$ cat config.mk
export PLATFORM = sky130hd
export DESIGN_NAME = render_pass_batch_hazard_tracker
export DESIGN_NICKNAME = d
export VERILOG_FILES = /design/src/hdl/rpbht_pkg.sv /design/src/hdl/rpbht_ram.sv /design/src/hdl/render_pass_batch_hazard_tracker.sv
export SDC_FILE = /design/constraint.sdc
export NUM_CORES = 2
export LEC_CHECK = 0
export ABC_AREA = 1
export CAP_MARGIN = 20
export CORE_MARGIN = 4
export CORE_UTILIZATION = 50
export CTS_BUF_LIST = sky130_fd_sc_hd__clkbuf_16
export CTS_CLUSTER_DIAMETER = 50
export CTS_CLUSTER_SIZE = 8
export DETAILED_ROUTE_END_ITERATION = 12
export DONT_BUFFER_PORTS = 1
export PLACE_DENSITY = 0.7
export RECOVER_POWER = 50
export SETUP_SLACK_MARGIN = 0.4
export SYNTH_ARGS = -nofsm -noshare
export SYNTH_HDL_FRONTEND = slang
export SYNTH_SLANG_ARGS = --single-unit
export TNS_END_PERCENT = 30
$ cat constraint.sdc
create_clock -name i_clk -period 5.18 [get_ports i_clk]
set_input_delay 0.259 -clock i_clk [delete_from_list [all_inputs] [get_ports i_clk]]
set_output_delay 0.259 -clock i_clk [all_outputs]
set_load 0.005 [all_outputs]
$ cat src/hdl/rpbht_pkg.sv
// Shared codes, widths and types for the render pass batch hazard tracker.
`default_nettype none
package rpbht_pkg;

    localparam int ID_W   = 16;
    localparam int CNT_W  = 20;
    localparam int BUD_W  = 24;
    localparam int TOT_W  = 25;
    localparam int SUM_W  = 26;
    localparam int KIND_W = 2;
    localparam int RUNO_W = 4;
    localparam int ACT_W  = 2;

    typedef logic [ID_W-1:0]   t_id;
    typedef logic [CNT_W-1:0]  t_cnt;
    typedef logic [BUD_W-1:0]  t_budget;
    typedef logic [TOT_W-1:0]  t_total;
    typedef logic [KIND_W-1:0] t_kind;
    typedef logic [RUNO_W-1:0] t_run_out;
    typedef logic [ACT_W-1:0]  t_action;

    localparam t_action ACT_ENQUEUE = 2'd0;
    localparam t_action ACT_EMIT    = 2'd1;
    localparam t_action ACT_CLEAR   = 2'd2;

    localparam t_kind KIND_QUEUED = 2'd0;
    localparam t_kind KIND_FLUSH  = 2'd1;
    localparam t_kind KIND_EMIT   = 2'd2;
    localparam t_kind KIND_DONE   = 2'd3;

    localparam logic CFG_VERTEX_BUDGET = 1'b0;
    localparam logic CFG_INDEX_BUDGET  = 1'b1;

    localparam t_budget VERTEX_BUDGET_RST = 24'd65536;
    localparam t_budget INDEX_BUDGET_RST  = 24'd262144;

    // Hazard flags gathered by the run and sampled-id scans.
    typedef struct packed {
        logic hazard;     // texture or palette is a live attachment
        logic found;      // run with same colour/depth pair exists
        logic att;        // colour or depth target is some run's attachment
        logic samp_rtds;  // colour or depth target already sampled
        logic samp_tex;   // texture already in sampled set
        logic samp_pal;   // palette already in sampled set
    } t_scan_flags;

endpackage
`default_nettype wire

$ cat src/hdl/rpbht_ram.sv
// Generic single-write, single-read RAM with registered read data.
`default_nettype none
module rpbht_ram #(
    parameter int WIDTH = 16,
    parameter int DEPTH = 16,
    parameter int AW    = (DEPTH > 1) ? $clog2(DEPTH) : 1
) (
    input  wire logic             i_clk,
    input  wire logic             i_we,
    input  wire logic [AW-1:0]    i_waddr,
    input  wire logic [WIDTH-1:0] i_wdata,
    input  wire logic [AW-1:0]    i_raddr,
    output logic      [WIDTH-1:0] o_rdata
);

    logic [WIDTH-1:0] r_mem [DEPTH];

    always_ff @(posedge i_clk) begin
        if (i_we) begin
            r_mem[i_waddr] <= i_wdata;
        end
        o_rdata <= r_mem[i_raddr];
    end

endmodule
`default_nettype wire

$ cat src/hdl/render_pass_batch_hazard_tracker.sv
// Top level of the render pass batch hazard tracker: sequencer, run table and scans.
`default_nettype none
// Enqueue: one comparator walks the run table, then the sampled-id RAM read port, and
//   then the single result word follows. A zero colour target is refused straight from idle.
// Emit: the draw-record RAM read port walks every draw once per run, one word out per
//   matching draw, then the done word. Clear: a single done word.
// One item at a time; busy is high from acceptance until the edge that registers the last
//   word, so the next command may be taken while that word is on the ports.
// Results appear on o_strobe for one cycle each; the receiver cannot stall them.
// Reset (i_rst_n low, synchronous) empties all tables and restores the two budgets.
module render_pass_batch_hazard_tracker #(
    parameter int RUN_SLOTS     = 8,
    parameter int SAMPLED_SLOTS = 16,
    parameter int DRAW_SLOTS    = 32
) (
    input  wire logic                 i_clk,
    input  wire logic                 i_rst_n,
    // command channel
    input  wire logic                 start,
    output logic                      busy,
    input  wire rpbht_pkg::t_action   i_action,
    input  wire rpbht_pkg::t_id       i_draw_tag,
    input  wire rpbht_pkg::t_id       i_color_target,
    input  wire rpbht_pkg::t_id       i_depth_target,
    input  wire rpbht_pkg::t_id       i_texture_id,
    input  wire rpbht_pkg::t_id       i_palette_id,
    input  wire rpbht_pkg::t_cnt      i_vertex_count,
    input  wire rpbht_pkg::t_cnt      i_index_count,
    // configuration write port
    input  wire logic                 i_cfg_we,
    input  wire logic                 i_cfg_idx,
    input  wire rpbht_pkg::t_budget   i_cfg_data,
    // result words
    output logic                      o_strobe,
    output rpbht_pkg::t_kind          o_kind,
    output rpbht_pkg::t_id            o_out_tag,
    output rpbht_pkg::t_run_out       o_out_run,
    output logic                      o_last
);
    import rpbht_pkg::*;

    localparam int RUN_AW  = (RUN_SLOTS > 1) ? $clog2(RUN_SLOTS) : 1;
    localparam int RUN_CW  = $clog2(RUN_SLOTS + 1);
    localparam int SAMP_AW = (SAMPLED_SLOTS > 1) ? $clog2(SAMPLED_SLOTS) : 1;
    localparam int SAMP_CW = $clog2(SAMPLED_SLOTS + 1);
    localparam int DRAW_AW = (DRAW_SLOTS > 1) ? $clog2(DRAW_SLOTS) : 1;
    localparam int DRAW_CW = $clog2(DRAW_SLOTS + 1);
    localparam int REC_W   = ID_W + RUN_AW;

    localparam logic [RUN_CW-1:0]  RUN_FULL  = RUN_CW'(RUN_SLOTS);
    localparam logic [SAMP_CW-1:0] SAMP_FULL = SAMP_CW'(SAMPLED_SLOTS);
    localparam logic [DRAW_CW-1:0] DRAW_FULL = DRAW_CW'(DRAW_SLOTS);

    // sequencer states
    localparam logic [3:0] S_IDLE = 4'd0;
    localparam logic [3:0] S_RUNS = 4'd1;  // walk run table
    localparam logic [3:0] S_SAMP = 4'd2;  // walk sampled-id RAM
    localparam logic [3:0] S_DEC  = 4'd3;  // hazards, run lookup/creation, draw table room
    localparam logic [3:0] S_VTX  = 4'd4;  // vertex budget
    localparam logic [3:0] S_IDX  = 4'd5;  // index budget
    localparam logic [3:0] S_TEX  = 4'd6;  // note texture
    localparam logic [3:0] S_PAL  = 4'd7;  // note palette, record draw
    localparam logic [3:0] S_EMIT = 4'd8;  // list draws run by run

    // control state
    logic [3:0]         r_state,      n_state;
    logic [RUN_CW-1:0]  r_ridx,       n_ridx;
    logic [SAMP_CW-1:0] r_sidx,       n_sidx;
    logic [DRAW_CW-1:0] r_didx,       n_didx;
    logic               r_pend,       n_pend;
    logic [RUN_AW-1:0]  r_pend_run,   n_pend_run;
    t_scan_flags        r_flags,      n_flags;
    logic [RUN_AW-1:0]  r_run_sel,    n_run_sel;
    logic [RUN_CW-1:0]  r_run_count,  n_run_count;
    logic [SAMP_CW-1:0] r_samp_count, n_samp_count;
    logic [DRAW_CW-1:0] r_q_count,    n_q_count;
    t_total             r_vtot,       n_vtot;
    t_total             r_itot,       n_itot;
    t_budget            r_vbudget,    n_vbudget;
    t_budget            r_ibudget,    n_ibudget;
    logic               r_strobe,     n_strobe;
    t_kind              r_kind,       n_kind;
    t_id                r_tag_out,    n_tag_out;
    t_run_out           r_run_out,    n_run_out;
    logic               r_last,       n_last;

    // current command word (payload, no reset)
    t_id  r_tag, r_rt, r_ds, r_tex, r_pal;
    t_cnt r_nv, r_ni;

    // run table: only entries below r_run_count are ever looked at
    t_id r_run_color [RUN_SLOTS];
    t_id r_run_depth [RUN_SLOTS];
    logic              run_we;

    // RAM ports
    logic               samp_we;
    t_id                samp_wdata;
    logic [SAMP_AW-1:0] samp_waddr;
    t_id                samp_rdata;
    logic               rec_we;
    logic [REC_W-1:0]   rec_rdata;

    logic accept;
    t_id  ent_c, ent_d;
    logic ent_tp, ent_match, ent_att;
    logic samp_rtds, pal_have, emit_issue;
    logic [SUM_W-1:0] vsum, isum;

    assign accept = start && (r_state == S_IDLE);
    assign busy   = (r_state != S_IDLE);

    // per-entry compares for the run-table walk
    assign ent_c     = r_run_color[r_ridx[RUN_AW-1:0]];
    assign ent_d     = r_run_depth[r_ridx[RUN_AW-1:0]];
    assign ent_tp    = ((r_tex != '0) && ((ent_c == r_tex) || (ent_d == r_tex)))
                    || ((r_pal != '0) && ((ent_c == r_pal) || (ent_d == r_pal)));
    assign ent_match = (ent_c == r_rt) && (ent_d == r_ds);
    assign ent_att   = (ent_c == r_rt) || (ent_d == r_rt)
                    || ((r_ds != '0) && ((ent_c == r_ds) || (ent_d == r_ds)));

    assign samp_rtds = (samp_rdata == r_rt) || ((r_ds != '0) && (samp_rdata == r_ds));
    // palette counts as present if the texture just noted is the same id
    assign pal_have  = (r_pal == '0) || r_flags.samp_pal || (r_pal == r_tex);

    assign vsum = SUM_W'(r_vtot) + SUM_W'(r_nv);
    assign isum = SUM_W'(r_itot) + SUM_W'(r_ni);

    assign emit_issue = (r_ridx < r_run_count) && (r_didx < r_q_count);

    always_comb begin
        n_state      = r_state;
        n_ridx       = r_ridx;
        n_sidx       = r_sidx;
        n_didx       = r_didx;
        n_pend       = r_pend;
        n_pend_run   = r_pend_run;
        n_flags      = r_flags;
        n_run_sel    = r_run_sel;
        n_run_count  = r_run_count;
        n_samp_count = r_samp_count;
        n_q_count    = r_q_count;
        n_vtot       = r_vtot;
        n_itot       = r_itot;
        n_vbudget    = r_vbudget;
        n_ibudget    = r_ibudget;
        n_strobe     = 1'b0;
        n_kind       = KIND_QUEUED;
        n_tag_out    = '0;
        n_run_out    = '0;
        n_last       = 1'b0;
        run_we       = 1'b0;
        samp_we      = 1'b0;
        samp_waddr   = r_samp_count[SAMP_AW-1:0];
        samp_wdata   = r_tex;
        rec_we       = 1'b0;

        if (i_cfg_we) begin
            if (i_cfg_idx == CFG_VERTEX_BUDGET) begin
                n_vbudget = i_cfg_data;
            end else begin
                n_ibudget = i_cfg_data;
            end
        end

        unique case (r_state)
            S_IDLE: begin
                if (accept) begin
                    n_flags = '0;
                    n_ridx  = '0;
                    n_sidx  = '0;
                    n_didx  = '0;
                    n_pend  = 1'b0;
                    unique case (i_action)
                        ACT_ENQUEUE: begin
                            if (i_color_target == '0) begin
                                // no colour target: refuse outright, state untouched
                                n_strobe = 1'b1;
                                n_kind   = KIND_FLUSH;
                                n_last   = 1'b1;
                            end else begin
                                n_state = S_RUNS;
                            end
                        end
                        ACT_EMIT: begin
                            n_state = S_EMIT;
                        end
                        default: begin
                            // clear, and the unused action code with it
                            n_run_count  = '0;
                            n_samp_count = '0;
                            n_q_count    = '0;
                            n_vtot       = '0;
                            n_itot       = '0;
                            n_strobe     = 1'b1;
                            n_kind       = KIND_DONE;
                            n_last       = 1'b1;
                        end
                    endcase
                end
            end
            S_RUNS: begin
                if (r_ridx < r_run_count) begin
                    n_flags.hazard = r_flags.hazard || ent_tp;
                    n_flags.att    = r_flags.att || ent_att;
                    if (!r_flags.found && ent_match) begin
                        n_flags.found = 1'b1;
                        n_run_sel     = r_ridx[RUN_AW-1:0];
                    end
                    n_ridx = r_ridx + RUN_CW'(1);
                end else begin
                    n_state = S_SAMP;
                end
            end
            S_SAMP: begin
                // read issued, compared once the registered data returns
                if (r_pend) begin
                    n_flags.samp_rtds = r_flags.samp_rtds || samp_rtds;
                    n_flags.samp_tex  = r_flags.samp_tex || (samp_rdata == r_tex);
                    n_flags.samp_pal  = r_flags.samp_pal || (samp_rdata == r_pal);
                end
                if (r_sidx < r_samp_count) begin
                    n_pend = 1'b1;
                    n_sidx = r_sidx + SAMP_CW'(1);
                end else begin
                    n_pend = 1'b0;
                    if (!r_pend) begin
                        n_state = S_DEC;
                    end
                end
            end
            S_DEC: begin
                if (r_flags.hazard || r_flags.samp_rtds) begin
                    n_strobe = 1'b1;
                    n_kind   = KIND_FLUSH;
                    n_last   = 1'b1;
                    n_state  = S_IDLE;
                end else if (!r_flags.found && ((r_run_count >= RUN_FULL) || r_flags.att)) begin
                    n_strobe = 1'b1;
                    n_kind   = KIND_FLUSH;
                    n_last   = 1'b1;
                    n_state  = S_IDLE;
                end else begin
                    if (!r_flags.found) begin
                        // new run stays even if a later check refuses the draw
                        run_we      = 1'b1;
                        n_run_sel   = r_run_count[RUN_AW-1:0];
                        n_run_count = r_run_count + RUN_CW'(1);
                    end
                    if (r_q_count >= DRAW_FULL) begin
                        n_strobe = 1'b1;
                        n_kind   = KIND_FLUSH;
                        n_last   = 1'b1;
                        n_state  = S_IDLE;
                    end else begin
                        n_state = S_VTX;
                    end
                end
            end
            S_VTX: begin
                if (vsum > SUM_W'(r_vbudget)) begin
                    n_strobe = 1'b1;
                    n_kind   = KIND_FLUSH;
                    n_last   = 1'b1;
                    n_state  = S_IDLE;
                end else begin
                    n_state = S_IDX;
                end
            end
            S_IDX: begin
                if (isum > SUM_W'(r_ibudget)) begin
                    n_strobe = 1'b1;
                    n_kind   = KIND_FLUSH;
                    n_last   = 1'b1;
                    n_state  = S_IDLE;
                end else begin
                    n_state = S_TEX;
                end
            end
            S_TEX: begin
                if ((r_tex != '0) && !r_flags.samp_tex) begin
                    if (r_samp_count >= SAMP_FULL) begin
                        n_strobe = 1'b1;
                        n_kind   = KIND_FLUSH;
                        n_last   = 1'b1;
                        n_state  = S_IDLE;
                    end else begin
                        samp_we      = 1'b1;
                        n_samp_count = r_samp_count + SAMP_CW'(1);
                        n_state      = S_PAL;
                    end
                end else begin
                    n_state = S_PAL;
                end
            end
            S_PAL: begin
                n_strobe = 1'b1;
                n_last   = 1'b1;
                n_state  = S_IDLE;
                if (!pal_have && (r_samp_count >= SAMP_FULL)) begin
                    // texture noted above stays noted
                    n_kind = KIND_FLUSH;
                end else begin
                    if (!pal_have) begin
                        samp_we      = 1'b1;
                        samp_wdata   = r_pal;
                        n_samp_count = r_samp_count + SAMP_CW'(1);
                    end
                    rec_we    = 1'b1;
                    n_q_count = r_q_count + DRAW_CW'(1);
                    n_vtot    = vsum[TOT_W-1:0];
                    n_itot    = isum[TOT_W-1:0];
                    n_kind    = KIND_QUEUED;
                end
            end
            S_EMIT: begin
                if (r_pend && (rec_rdata[RUN_AW-1:0] == r_pend_run)) begin
                    n_strobe  = 1'b1;
                    n_kind    = KIND_EMIT;
                    n_tag_out = rec_rdata[RUN_AW +: ID_W];
                    n_run_out = RUNO_W'(r_pend_run);
                end
                if (emit_issue) begin
                    n_pend     = 1'b1;
                    n_pend_run = r_ridx[RUN_AW-1:0];
                    if ((r_didx + DRAW_CW'(1)) == r_q_count) begin
                        n_didx = '0;
                        n_ridx = r_ridx + RUN_CW'(1);
                    end else begin
                        n_didx = r_didx + DRAW_CW'(1);
                    end
                end else begin
                    n_pend = 1'b0;
                    if (!r_pend) begin
                        n_run_count  = '0;
                        n_samp_count = '0;
                        n_q_count    = '0;
                        n_vtot       = '0;
                        n_itot       = '0;
                        n_strobe     = 1'b1;
                        n_kind       = KIND_DONE;
                        n_last       = 1'b1;
                        n_state      = S_IDLE;
                    end
                end
            end
            default: begin
                n_state = S_IDLE;
            end
        endcase
    end

    always_ff @(posedge i_clk) begin
        if (!i_rst_n) begin
            r_state      <= S_IDLE;
            r_ridx       <= '0;
            r_sidx       <= '0;
            r_didx       <= '0;
            r_pend       <= 1'b0;
            r_pend_run   <= '0;
            r_flags      <= '0;
            r_run_sel    <= '0;
            r_run_count  <= '0;
            r_samp_count <= '0;
            r_q_count    <= '0;
            r_vtot       <= '0;
            r_itot       <= '0;
            r_vbudget    <= VERTEX_BUDGET_RST;
            r_ibudget    <= INDEX_BUDGET_RST;
            r_strobe     <= 1'b0;
            r_kind       <= KIND_QUEUED;
            r_tag_out    <= '0;
            r_run_out    <= '0;
            r_last       <= 1'b0;
        end else begin
            r_state      <= n_state;
            r_ridx       <= n_ridx;
            r_sidx       <= n_sidx;
            r_didx       <= n_didx;
            r_pend       <= n_pend;
            r_pend_run   <= n_pend_run;
            r_flags      <= n_flags;
            r_run_sel    <= n_run_sel;
            r_run_count  <= n_run_count;
            r_samp_count <= n_samp_count;
            r_q_count    <= n_q_count;
            r_vtot       <= n_vtot;
            r_itot       <= n_itot;
            r_vbudget    <= n_vbudget;
            r_ibudget    <= n_ibudget;
            r_strobe     <= n_strobe;
            r_kind       <= n_kind;
            r_tag_out    <= n_tag_out;
            r_run_out    <= n_run_out;
            r_last       <= n_last;
        end
    end

    // command word and run table (payload)
    always_ff @(posedge i_clk) begin
        if (accept) begin
            r_tag <= i_draw_tag;
            r_rt  <= i_color_target;
            r_ds  <= i_depth_target;
            r_tex <= i_texture_id;
            r_pal <= i_palette_id;
            r_nv  <= i_vertex_count;
            r_ni  <= i_index_count;
        end
        if (run_we) begin
            r_run_color[r_run_count[RUN_AW-1:0]] <= r_rt;
            r_run_depth[r_run_count[RUN_AW-1:0]] <= r_ds;
        end
    end

    rpbht_ram #(
        .WIDTH (ID_W),
        .DEPTH (SAMPLED_SLOTS)
    ) u_samp_ram (
        .i_clk   (i_clk),
        .i_we    (samp_we),
        .i_waddr (samp_waddr),
        .i_wdata (samp_wdata),
        .i_raddr (r_sidx[SAMP_AW-1:0]),
        .o_rdata (samp_rdata)
    );

    // draw records: tag above, run index below
    rpbht_ram #(
        .WIDTH (REC_W),
        .DEPTH (DRAW_SLOTS)
    ) u_rec_ram (
        .i_clk   (i_clk),
        .i_we    (rec_we),
        .i_waddr (r_q_count[DRAW_AW-1:0]),
        .i_wdata ({r_tag, r_run_sel}),
        .i_raddr (r_didx[DRAW_AW-1:0]),
        .o_rdata (rec_rdata)
    );

    assign o_strobe  = r_strobe;
    assign o_kind    = r_kind;
    assign o_out_tag = r_tag_out;
    assign o_out_run = r_run_out;
    assign o_last    = r_last;

    // table fill levels never pass their capacity
    a_run_count: assert property (@(posedge i_clk) disable iff (!i_rst_n)
        r_run_count <= RUN_FULL)
        else $error("run count beyond table");
    a_samp_count: assert property (@(posedge i_clk) disable iff (!i_rst_n)
        r_samp_count <= SAMP_FULL)
        else $error("sampled count beyond set");
    a_q_count: assert property (@(posedge i_clk) disable iff (!i_rst_n)
        r_q_count <= DRAW_FULL)
        else $error("queued count beyond draw table");
    // the closing word of a command coincides with the sequencer going idle
    a_last_idle: assert property (@(posedge i_clk) disable iff (!i_rst_n)
        (o_strobe && o_last) |-> !busy)
        else $error("last word while still busy");
    // an accepted command either finishes at once or keeps the block busy
    a_accept_progress: assert property (@(posedge i_clk) disable iff (!i_rst_n)
        (start && !busy) |=> (o_strobe || busy))
        else $error("command accepted but dropped");
    a_emit_not_last: assert property (@(posedge i_clk) disable iff (!i_rst_n)
        (o_strobe && (o_kind == KIND_EMIT)) |-> !o_last)
        else $error("emitted draw flagged last");

endmodule
`default_nettype wire
==> reports/metrics.cfg <==
[worst_setup_path]
cp.arrival_ns=4.48
crit_path_end_kind=register
cp_num_buf_inv=2
critPathRequiredTime_ns=5.51
max_stage_delay_ns=1.97
crit_chain=nor2_1 > nand3_1 > inv_1 > nand3_1 > nor3_2 > clkbuf_1
critPathMostFrequentCell=nand3_1
crit_slowest_cell=clkbuf_1
path_delay_family=buffers and inverters
crit_type=register to register
path_max_fanout=32
cp-start-kind=register
r2r_slack_ns=1.03

[floorplanning]
dieArea_um2=129000
die_w_um=360
pin_count=176
initial_core_util=0.505
die_h_um=360
rows=128
core-area_um2=122000

[clock_tree]
clock_latency_ns=0.82
cts_htree_levels=4
clk_path_buf_depth=3
cts-root-buf=clkbuf_16
ctsResizeCount=0
cts_tree=built
cts.clk_slew.worst_paths_ns=0.05
cts_buffers=206
cts.sinks=1446

[cells_and_area]
layout.nets=5953
syn_to_final_growth_pct=15.7
drive_gt1_frac=0.0748
fin_area_um2=71500
multi_input_area_um2=18200
seq_area_um2=41400
fin_util=0.585
nFillCells=9716

[sta]
tns_ns=0
finalHoldViolCount=0
tightest_slew_ns=2.74
max_freq_mhz=241
drv_slew=494
hold_ws_ns=0.0523
setup_viol=0
skew_ns=0.0505
timing.final.crit_period_ns=4.15
maxSlewHeadroom=-0.830
fin_crit_sh=0.801
rsz0062_at_grt=no

[logic_synthesis]
yosysTopAreaCell=edfxtp_1
synthAdderAreaFrac=0.0237
yosys-top-cells-area=edfxtp_1 (60%), dfxtp_1 (6.7%), nor2_1 (5.8%)
syn_nets=5737
synth.mux.area_fraction=0.00340
synth-simple-area-share=0.129
synthXorXnorAreaFrac=0.0221
netlist.area_leader.share=0.602
synth_cell_types=50
ys_ff_latch=1446
synth_compound_gate_area_share=0.115
synth_top_family_by_area=simple AND/OR/NAND/NOR gates
syn_avg_cell_area_um2=11.3
synth-seq-area-share=0.669
yosys_warnings=0
synth_area_um2=61800
netlist_instances=5470

[routing]
initialDrtViolationCount=5205
drcViolationCount=0
wl_per_cell_um=22.7
dr.pass1.iters=6
final_antenna_net_count=0
via_per_inst=5.89
vias=44054
wl_um=170000

[global_route]
overflow=0
grt_pass1_vias=42117
grt_pass1_wl_um=258000
gr-usage-all-layers=0.257
grt_max_degree=194
antenna_found_initial=10

[status]
violations=capacitance limit, slew limit
status=finished with violations

[power_and_ir_drop]
p_per_area_nw_per_um2=410
peakVddDrop_uv=390
total_leakage_power_nw=25.8
power_mw=29.3

[placed_design]
place_area_um2=63700
numPortBuffers=0
globalplace.congestion=0.970
dp_hpwl_um=103000

[job]
cap_viol_max_count=13

[min_path]
holdCritPathClass=input port to register

[state kept, by name (all words and copies together) (netlist names), 19 cells and up, named ones only]
| name | cells |
|---|---|
| r_ibudget | 24 |
| r_itot | 25 |
| r_ni | 20 |
| r_nv | 20 |
| r_run_color | 128 |
| r_run_depth | 128 |
| r_vbudget | 24 |
| r_vtot | 25 |
| u_rec_ram.o_rdata | 19 |
| u_rec_ram.r_mem | 608 |
| u_samp_ram.r_mem | 256 |
[cell usage after synthesis (all sizes together)]
| library cell | number |
|---|---|
| fa | 2 |
| o221ai | 148 |
| edfxtp | 1240 |
| clkinv | 6 |
| dfxtp | 206 |
| a31o | 2 |
| o21bai | 7 |
| nor4 | 18 |
| o2111ai | 3 |
| o41ai | 1 |
| o32ai | 43 |
| nand2 | 693 |
| a21o | 5 |
| nand3b | 7 |
| xor2 | 101 |
| a211oi | 6 |
| nor2 | 963 |
| a31oi | 33 |
| a21oi | 193 |
| nor3 | 35 |
| or3 | 1 |
| clkbuf | 216 |
| xnor2 | 55 |
| a21boi | 2 |
| inv | 293 |
| o22ai | 30 |
| o21ai | 620 |
| nand4 | 44 |
| a32oi | 19 |
| o31ai | 2 |
| ha | 114 |
| conb | 1 |
| o211ai | 54 |
| o21a | 2 |
| buf | 62 |
| a2111oi | 1 |
| nor3b | 3 |
| nand3 | 215 |
| or2 | 3 |
| mux2i | 21 |
[per-stage QoR]
stage,worst slack [ns],instances
floorplan,0.957,5470
global placement,1.38,6930
detailed placement,1.29,6930
CTS,1.26,7469
global route,0.768,7480
finish,1.03,7482
[final cells by class]
type / count / area share
Antenna cell: 4 / 0.000140
Inverter: 299 / 0.0159
Clock buffer: 207 / 0.0724
Multi-Input combinational cell: 3447 / 0.255
Sequential cell: 1446 / 0.579
Tap cell: 1625 / 0.0284
Clock inverter: 168 / 0.0135
Timing Repair Buffer: 286 / 0.0359
[worst min-delay path, cell delays in order]
cell and delay [ns]:
inv_2 0.02, buf_4 0.34, nor2_1 0.17
[layout by cell type, fill, tap and decap left out, drive strengths merged, types with 30 or more instances in the layout]
cell type,count
edfxtp,1240
nor2,963
nand2,693
o21ai,620
inv,438
clkbuf,225
nand3,215
dfxtp,206
a21oi,193
dlygate4sd3,163
o221ai,148
ha,114
buf,105
xor2,101
xnor2,55
o211ai,54
nand4,44
o32ai,43
nor3,35
a31oi,33
o22ai,30
[cell families (layout without fill, tap and decap cells)]
family                   count (synthesis)  in the layout
buffers and inverters                  577            960
multiplexers                            21             21
XOR/XNOR                               156            156
other                                    1              5
AND/OR/NAND/NOR                       1982           1982
adder cells (fa/ha/maj)                116            116
flip-flops                            1446           1446
AO/OA/AOI/OAI                         1171           1171
[report_power, final]
part	total (mW)	switching (mW)	internal, mW	leakage (nW)
registers	13.7	0.540	13.1	12.9
clock network	12.3	4.95	7.37	3.48
logic	3.31	2.28	1.03	9.42
total	29.3	7.77	21.5	25.8
[routing by layer]
layer | GRT usage | part of all wire
met2 | 0.399 | 0.46
met3 | 0.0513 | 0.095
met1 | 0.363 | 0.42
met5 | 0 | 0.000041
met4 | 0.0894 | 0.033
[final timing paths]
check | endpoint | cells past startpoint | from
setup reg to reg | r_run_depth[3][1]$_DFFE_PP_ | 6 | r_state[3]$_SDFFE_PN0P_
hold / removal | o_kind[0]$_SDFF_PN0_ | 3 | i_rst_n
hold reg to reg | o_out_tag[10]$_SDFF_PN0_ | 2 | u_rec_ram.o_rdata[13]$_DFF_P_
setup / recovery | r_run_depth[3][1]$_DFFE_PP_ | 6 | r_state[3]$_SDFFE_PN0P_
[timing repair]
item / 4_1_cts / 5_1_grt
endpoints found under the setup margin: 0 / 0
buffers inserted: 0 / 0
hold buffers: 164 / 0
hold endpoints to repair: 213 / 0
(Power assumes the default switching activity.)
